$ cat src/assert_macros.svh
// assertion macros shared by the utf-8 decoder modules
`ifndef ASSERT_MACROS_SVH
`define ASSERT_MACROS_SVH

// property must hold at every clock edge outside reset
`define U8_ASSERT(lbl, prop, msg) \
  lbl: assert property (@(posedge clk) disable iff (rst) (prop)) else $error(msg);

// expression must never be true outside reset
`define U8_ASSERT_NEVER(lbl, expr, msg) \
  lbl: assert property (@(posedge clk) disable iff (rst) !(expr)) else $error(msg);

`endif

$ cat src/u8dbc_pkg.sv
// shared types and constants for the utf-8 decoder with break classification
package u8dbc_pkg;

  localparam int CpW    = 21;
  localparam int QDepth = 4;
  localparam int QAw    = $clog2(QDepth);
  localparam int QCntW  = QAw + 1;

  // one queue entry: the one or two results caused by one byte
  typedef struct packed {
    logic           two;
    logic [CpW-1:0] r0_cp;
    logic           r0_bad;
    logic [CpW-1:0] r1_cp;
    logic           r1_bad;
  } entry_t;

endpackage

$ cat src/utf8_decode_break_classify.sv
// top level of the utf-8 decoder with line-break classification
//
// input channel: one raw utf-8 byte per item on in_byte, in_valid/in_ready
// output channel: one character per item: code_point, is_break, malformed,
//   last_of_run, out_valid/out_ready
// a byte gives zero, one or two results; last_of_run marks the final one
// a byte's results pass through the result queue and then the output
//   register before they are shown
// one byte per cycle while the queue is not full; the two results of one
//   byte play out in turn, and a four-entry queue absorbs the difference
// in_ready is low only while the result queue is full, so a stalled
//   receiver holds back the sender after four queued entries
// the output register keeps its item until out_ready takes it
// reset (rst, synchronous) clears the pending sequence, the queue and the
//   output valid flag; no partial character survives it
module utf8_decode_break_classify
  import u8dbc_pkg::*;
(
  input  logic           clk,
  input  logic           rst,
  input  logic           in_valid,
  output logic           in_ready,
  input  logic [7:0]     in_byte,
  output logic           out_valid,
  input  logic           out_ready,
  output logic [CpW-1:0] code_point,
  output logic           is_break,
  output logic           malformed,
  output logic           last_of_run
);

  // queue handshake between front and back
  logic   q_push;
  logic   q_pop;
  logic   q_full;
  logic   q_empty;
  entry_t q_wr;
  entry_t q_head;

  // front: sequence tracking, one byte per cycle while the queue is not full
  u8dbc_front u_front (
    .clk      (clk),
    .rst      (rst),
    .in_valid (in_valid),
    .in_ready (in_ready),
    .in_byte  (in_byte),
    .q_full   (q_full),
    .q_push   (q_push),
    .q_entry  (q_wr)
  );

  // entries of one or two results
  u8dbc_fifo u_fifo (
    .clk      (clk),
    .rst      (rst),
    .push     (q_push),
    .wr_entry (q_wr),
    .pop      (q_pop),
    .full     (q_full),
    .empty    (q_empty),
    .head     (q_head)
  );

  // back: result play-out and break classification
  u8dbc_back u_back (
    .clk         (clk),
    .rst         (rst),
    .q_empty     (q_empty),
    .q_head      (q_head),
    .q_pop       (q_pop),
    .out_valid   (out_valid),
    .out_ready   (out_ready),
    .code_point  (code_point),
    .is_break    (is_break),
    .malformed   (malformed),
    .last_of_run (last_of_run)
  );

endmodule

$ cat src/u8dbc_front.sv
// front part: takes bytes, tracks the pending sequence, builds queue entries
module u8dbc_front
  import u8dbc_pkg::*;
(
  input  logic       clk,
  input  logic       rst,
  input  logic       in_valid,
  output logic       in_ready,
  input  logic [7:0] in_byte,
  input  logic       q_full,
  output logic       q_push,
  output entry_t     q_entry
);

  typedef struct packed {
    logic           emit;
    logic [CpW-1:0] cp;
    logic           bad;
    logic [1:0]     pend;
    logic [CpW-1:0] part;
  } lead_t;

  // decode a byte as the start of a new sequence
  function automatic lead_t lead_decode(input logic [7:0] b);
    lead_t r;
    r = '0;
    if (b[7] == 1'b0) begin
      r.emit = 1'b1;
      r.cp   = {13'd0, b};
    end else if (b[7:5] == 3'b110) begin
      r.pend = 2'd1;
      r.part = {10'd0, b[4:0], 6'd0};
    end else if (b[7:4] == 4'b1110) begin
      r.pend = 2'd2;
      r.part = {5'd0, b[3:0], 12'd0};
    end else if (b[7:3] == 5'b11110) begin
      r.pend = 2'd3;
      r.part = {b[2:0], 18'd0};
    end else begin
      r.emit = 1'b1;
      r.bad  = 1'b1;
    end
    return r;
  endfunction

  logic [1:0]     pending;
  logic [1:0]     pending_next;
  logic [CpW-1:0] partial;
  logic [CpW-1:0] partial_next;
  logic [CpW-1:0] addend;
  logic [CpW-1:0] merged;
  lead_t          lead;
  logic           push_req;
  logic           accept;

  assign in_ready = !q_full;
  assign accept   = in_valid && in_ready;
  assign q_push   = accept && push_req;

  always_comb begin
    lead         = lead_decode(in_byte);
    pending_next = pending;
    partial_next = partial;
    q_entry      = '0;
    push_req     = 1'b0;
    case (pending)
      2'd3:    addend = {3'd0, in_byte[5:0], 12'd0};
      2'd2:    addend = {9'd0, in_byte[5:0], 6'd0};
      2'd1:    addend = {15'd0, in_byte[5:0]};
      default: addend = '0;
    endcase
    merged = partial | addend;
    if (pending == 2'd0) begin
      pending_next   = lead.pend;
      partial_next   = lead.part;
      q_entry.r0_cp  = lead.cp;
      q_entry.r0_bad = lead.bad;
      push_req       = lead.emit;
    end else if (in_byte[7:6] == 2'b10) begin
      pending_next = pending - 2'd1;
      if (pending == 2'd1) begin
        q_entry.r0_cp = merged;
        push_req      = 1'b1;
        partial_next  = '0;
      end else begin
        partial_next = merged;
      end
    end else begin
      // sequence cut short: report it, then restart on this byte
      q_entry.r0_bad = 1'b1;
      q_entry.two    = lead.emit;
      q_entry.r1_cp  = lead.cp;
      q_entry.r1_bad = lead.bad;
      pending_next   = lead.pend;
      partial_next   = lead.part;
      push_req       = 1'b1;
    end
  end

  always_ff @(posedge clk) begin
    if (rst) begin
      pending <= '0;
      partial <= '0;
    end else if (accept) begin
      pending <= pending_next;
      partial <= partial_next;
    end
  end

endmodule

$ cat src/u8dbc_fifo.sv
// short queue of result entries between front and back
`include "assert_macros.svh"

module u8dbc_fifo
  import u8dbc_pkg::*;
(
  input  logic   clk,
  input  logic   rst,
  input  logic   push,
  input  entry_t wr_entry,
  input  logic   pop,
  output logic   full,
  output logic   empty,
  output entry_t head
);

  entry_t           mem [QDepth];
  logic [QAw-1:0]   wr_ptr;
  logic [QAw-1:0]   rd_ptr;
  logic [QCntW-1:0] count;

  assign full  = (count == QCntW'(QDepth));
  assign empty = (count == '0);
  assign head  = mem[rd_ptr];

  always_ff @(posedge clk) begin
    if (push) begin
      mem[wr_ptr] <= wr_entry;
    end
  end

  always_ff @(posedge clk) begin
    if (rst) begin
      wr_ptr <= '0;
      rd_ptr <= '0;
      count  <= '0;
    end else begin
      if (push) begin
        wr_ptr <= wr_ptr + 1'b1;
      end
      if (pop) begin
        rd_ptr <= rd_ptr + 1'b1;
      end
      case ({push, pop})
        2'b10:   count <= count + 1'b1;
        2'b01:   count <= count - 1'b1;
        default: count <= count;
      endcase
    end
  end

  `U8_ASSERT_NEVER(a_no_overflow, push && full && !pop, "push into a full queue")
  `U8_ASSERT_NEVER(a_no_underflow, pop && empty, "pop from an empty queue")
  `U8_ASSERT(a_count_range, count <= QCntW'(QDepth), "queue count out of range")

endmodule

$ cat src/u8dbc_back.sv
// back part: plays out queue entries as results and flags break characters
`include "assert_macros.svh"

module u8dbc_back
  import u8dbc_pkg::*;
(
  input  logic           clk,
  input  logic           rst,
  input  logic           q_empty,
  input  entry_t         q_head,
  output logic           q_pop,
  output logic           out_valid,
  input  logic           out_ready,
  output logic [CpW-1:0] code_point,
  output logic           is_break,
  output logic           malformed,
  output logic           last_of_run
);

  function automatic logic break_class(input logic [CpW-1:0] cp);
    logic hit;
    hit = cp inside {[21'h004E00:21'h009FA5], 21'h20, 21'h2C, 21'h2E, 21'h3B,
                     21'h3A, 21'h2D, 21'h5F};
    return hit;
  endfunction

  logic           second;
  logic           load;
  logic [CpW-1:0] sel_cp;
  logic           sel_bad;
  logic           sel_last;

  assign load = !q_empty && (!out_valid || out_ready);

  always_comb begin
    sel_cp   = second ? q_head.r1_cp : q_head.r0_cp;
    sel_bad  = second ? q_head.r1_bad : q_head.r0_bad;
    sel_last = second || !q_head.two;
  end

  assign q_pop = load && sel_last;

  always_ff @(posedge clk) begin
    if (rst) begin
      out_valid <= 1'b0;
      second    <= 1'b0;
    end else if (load) begin
      out_valid <= 1'b1;
      second    <= !sel_last;
    end else if (out_ready) begin
      out_valid <= 1'b0;
    end
  end

  always_ff @(posedge clk) begin
    if (load) begin
      code_point  <= sel_cp;
      malformed   <= sel_bad;
      is_break    <= !sel_bad && break_class(sel_cp);
      last_of_run <= sel_last;
    end
  end

  `U8_ASSERT(a_second_has_entry, second |-> (!q_empty && q_head.two),
             "second result pending without a two-result entry")

endmodule

$ cat config.mk
export PLATFORM = sky130hd
export DESIGN_NAME = utf8_decode_break_classify
export DESIGN_NICKNAME = d
export VERILOG_FILES = /design/src/u8dbc_pkg.sv /design/src/utf8_decode_break_classify.sv /design/src/u8dbc_front.sv /design/src/u8dbc_fifo.sv /design/src/u8dbc_back.sv
export VERILOG_INCLUDE_DIRS = /design/src /design/src/src
export SDC_FILE = /design/constraint.sdc
export NUM_CORES = 1
export LEC_CHECK = 0
export BUFFER_PORTS_ARGS = -buffer_cell sky130_fd_sc_hd__buf_2
export CAP_MARGIN = 20
export CORE_UTILIZATION = 50
export CTS_CLUSTER_DIAMETER = 30
export DETAILED_ROUTE_END_ITERATION = 8
export HOLD_SLACK_MARGIN = 0.15
export PLACE_DENSITY = 0.75
export SKIP_LAST_GASP = 1
export SLEW_MARGIN = 10
export SYNTH_ARGS = -nofsm -noshare
export SYNTH_HDL_FRONTEND = slang
export SYNTH_SLANG_ARGS = --single-unit
$ cat constraint.sdc
create_clock -name clk -period 2.6 [get_ports clk]
set_clock_uncertainty 0.05 [all_clocks]
set_input_delay 0.39 -clock clk [delete_from_list [all_inputs] [get_ports clk]]
set_output_delay 0.39 -clock clk [all_outputs]
set_load 0.02 [all_outputs]
==> flow_summary.ini <==
[outcome]
status = complete, but fails checks
violations = design-rule violations

[detailed_routing]
drt-total-wl_um = 14800
vias_per_cell = 5.80
routed_wire_length_per_instance_um = 19.7
num_vias = 4354
first_iter_violations = 432
drcViolationCount = 16
ant_nets = 0
dr.pass1.iters = 7

[yosys]
synth_area_per_cell_um2 = 15.3
ys_top_cells_by_area = edfxtp_1 59%, dfxtp_1 9.0%, mux4_2 6.9%, nor2_1 2.6%, and2_1 2.5%
synth_edf_count = 148
dominantRegCellSynth = edfxtp_1
synth-seq-cells = 182
async_flop_share_pct = 0
synthDistinctLibCells = 58
yosysTopAreaCell = edfxtp_1
synth_area_um2 = 7550
syn_nets = 518
synth_top_area_share_pct = 58.8
synthCells = 495
ys_seq_area_share_pct = 67.8
yosys_warnings = 0

[worst_setup_path]
reg2regPathDepth = 6
path_cells = mux4_1 > mux2i_4 > or4b_4 > nor4_2 > a211oi_1 > o22ai_1
critical_path.slowest_cell = mux4_1
worstPathArrival_ns = 2.74
start_kind = flop
r2r_end = u_back.is_break
crit_end = u_back.is_break
critPathMaxFanout = 9
end_kind = flop
critPathKind = reg -> reg
critPathMaxStageDelay_ns = 0.63
worstPathRequired_ns = 2.82
r2r_slack_ns = 0.08

[timing]
fmax_mhz = 396
finalCritPeriodShare_pct = 97.1
worstMarginPinSlew_ns = 0.730
hold_viol = 0
slew_viol_final = 0
period_minus_slack_ns = 2.52
tns_ns = 0
maxSlewHeadroom_pct = 50.9
rsz0062_at_grt = yes
setup_viol = 0
whs_ns = 0.230

[placement]
port_buffers = 37
dp.final_hpwl_um = 9490
gp_congestion = 0.817

[clocking]
clockBufferDepth = 2
htreeDepth = 4
clock-sinks = 182
cts_buffers = 17
path_clk_slew_ns = 0.06
cts_tree = built
clockRootBuffer = clkbuf_16
clkLatencyLatePin_ns = 0.42
cts_hold_buffers = 0

[floorplanning]
die_x_um = 125
core-area_um2 = 14600
dieArea_um2 = 15600
die_height_um = 125
rows = 44
ios = 38
start_util_pct = 51.6

[grt]
grt_overflow = 0
grt_max_degree = 32
grt_pass1_vias = 4291
grt_pass1_wl_um = 23000
track_usage_pct = 19.9
antenna_found_initial = 0

[flow_run]
maxCapViolations = 0

[final_layout]
fin_util_pct = 59.7
fillers = 1093
area_growth_syn_to_layout_pct = 15.7
diodes = 0
drive_above_1_share_pct = 26.3
layout.nets = 577

[worst_hold_path]
holdCritPathClass = in -> reg

[power]
p_leak_nw = 2.99
ir_drop_mv = 0.693
power_density_nw_per_um2 = 1030
-- cell usage after synthesis (4+ instances only) --
cell      instances
a211oi_1          5
a21oi_1          30
a22oi_1           9
a31oi_1           5
and2_1           30
buf_2             4
clkbuf_1         12
dfxtp_1          34
edfxtp_1        148
ha_1             10
inv_1            15
mux2_1            7
mux2_2            5
mux4_1            4
mux4_2           23
nand2_1          20
nand3_1           6
nor2_1           53
nor3_1            4
o22ai_1           6
-- layout make-up --
type | count | area, um^2 | area share (%)
flip-flops and latches | 182 | 5130 | 58.7
multi-input cells | 274 | 2260 | 25.9
clock buffers | 23 | 488 | 5.58
repair buffers | 61 | 449 | 5.14
well taps | 184 | 230 | 2.63
clock inverters | 9 | 101 | 1.16
inverters | 18 | 72.6 | 0.830
-- cell usage in the layout, fill, tap and decap left out, types with 5 or more instances in the layout --
cell type / instances
buf_2: 37
nand3_1: 6
a211oi_1: 5
clkbuf_16: 18
a31oi_1: 5
a22oi_1: 9
o22ai_1: 6
inv_1: 14
mux4_2: 25
mux2_2: 5
dfxtp_1: 30
buf_4: 17
clkinv_2: 5
mux2_1: 7
a21oi_1: 28
and2_1: 30
nor2_1: 53
ha_1: 8
edfxtp_1: 148
buf_12: 5
nand2_1: 20
-- what timing repair did --
item / CTS / global route
pin swaps: 0 / 2
setup endpoints to repair: 1 / 2
buffers inserted: 0 / 3
resized for setup: 1 / 8
gates cloned: 0 / 1
-- cell families after synthesis --
family | synth area share, %
AO/OA/AOI/OAI | 6.49
XOR/XNOR | 0.580
adder cells (fa/ha/maj) | 1.92
buffers and inverters | 2.62
flip-flops | 67.8
multiplexers | 11.2
AND/OR/NAND/NOR | 9.34
-- report_power, final --
part	total [mW]	leakage [nW]	internal (mW)	switching (mW)
clock network	2.51	0.293	1.51	1.00
logic	2.56	1.05	0.989	1.57
registers	3.94	1.65	3.78	0.157
total	9.01	2.99	6.28	2.73
-- per-layer routing --
layer / part of all wire, % / GRT usage [%] / up-vias
met5: 0 / 0 / -
met4: 1.8 / 7.96 / 0
met3: 5.8 / 4.73 / 23
met2: 46 / 30.1 / 169
met1: 46 / 28.1 / 2157
li1: - / - / 2005
-- stage by stage --
step | power, mW | setup slack [ns] | std cells | cell area (um^2)
6_report | 9.01 | 0.0762 | 751 | 8740
5_1_grt | 9.41 | -0.0266 | 751 | 8740
4_1_cts | 9.00 | 0.0165 | 747 | 8680
3_5_place_dp | 6.49 | -0.00164 | 715 | 8090
3_3_place_gp | 6.42 | 0.109 | 715 | 8090
2_1_floorplan | 5.77 | -0.00684 | 495 | 7600
-- worst max-delay path: cells and delay by family (launching register included) --
kind | cells | cell delay [ns]
AO/OA/AOI/OAI | 2 | 0.24
flip-flops | 1 | 0.44
multiplexers | 2 | 0.89
AND/OR/NAND/NOR | 2 | 0.74
-- sequential cells by signal, indices dropped and copies added, names as in the netlist, 2 cells and up, named ones only --
register	count
u_back.code_point	21
u_fifo.count	3
u_fifo.mem	124
u_fifo.rd_ptr	2
u_fifo.wr_ptr	2
u_front.partial	21
u_front.pending	2
-- how the worst min path moves through the flow --
stage | from | end | cells after the start
floorplan | u_front.partial[18] | u_front.partial[18] | 2
global placement | u_front.partial[19] | u_front.partial[19] | 2
detailed placement | u_front.partial[20] | u_front.partial[20] | 2
CTS | out_ready | u_back.out_valid | 3
global route | out_ready | u_back.out_valid | 3
finish | out_ready | u_back.out_valid | 3
(Power assumes the default switching activity.)
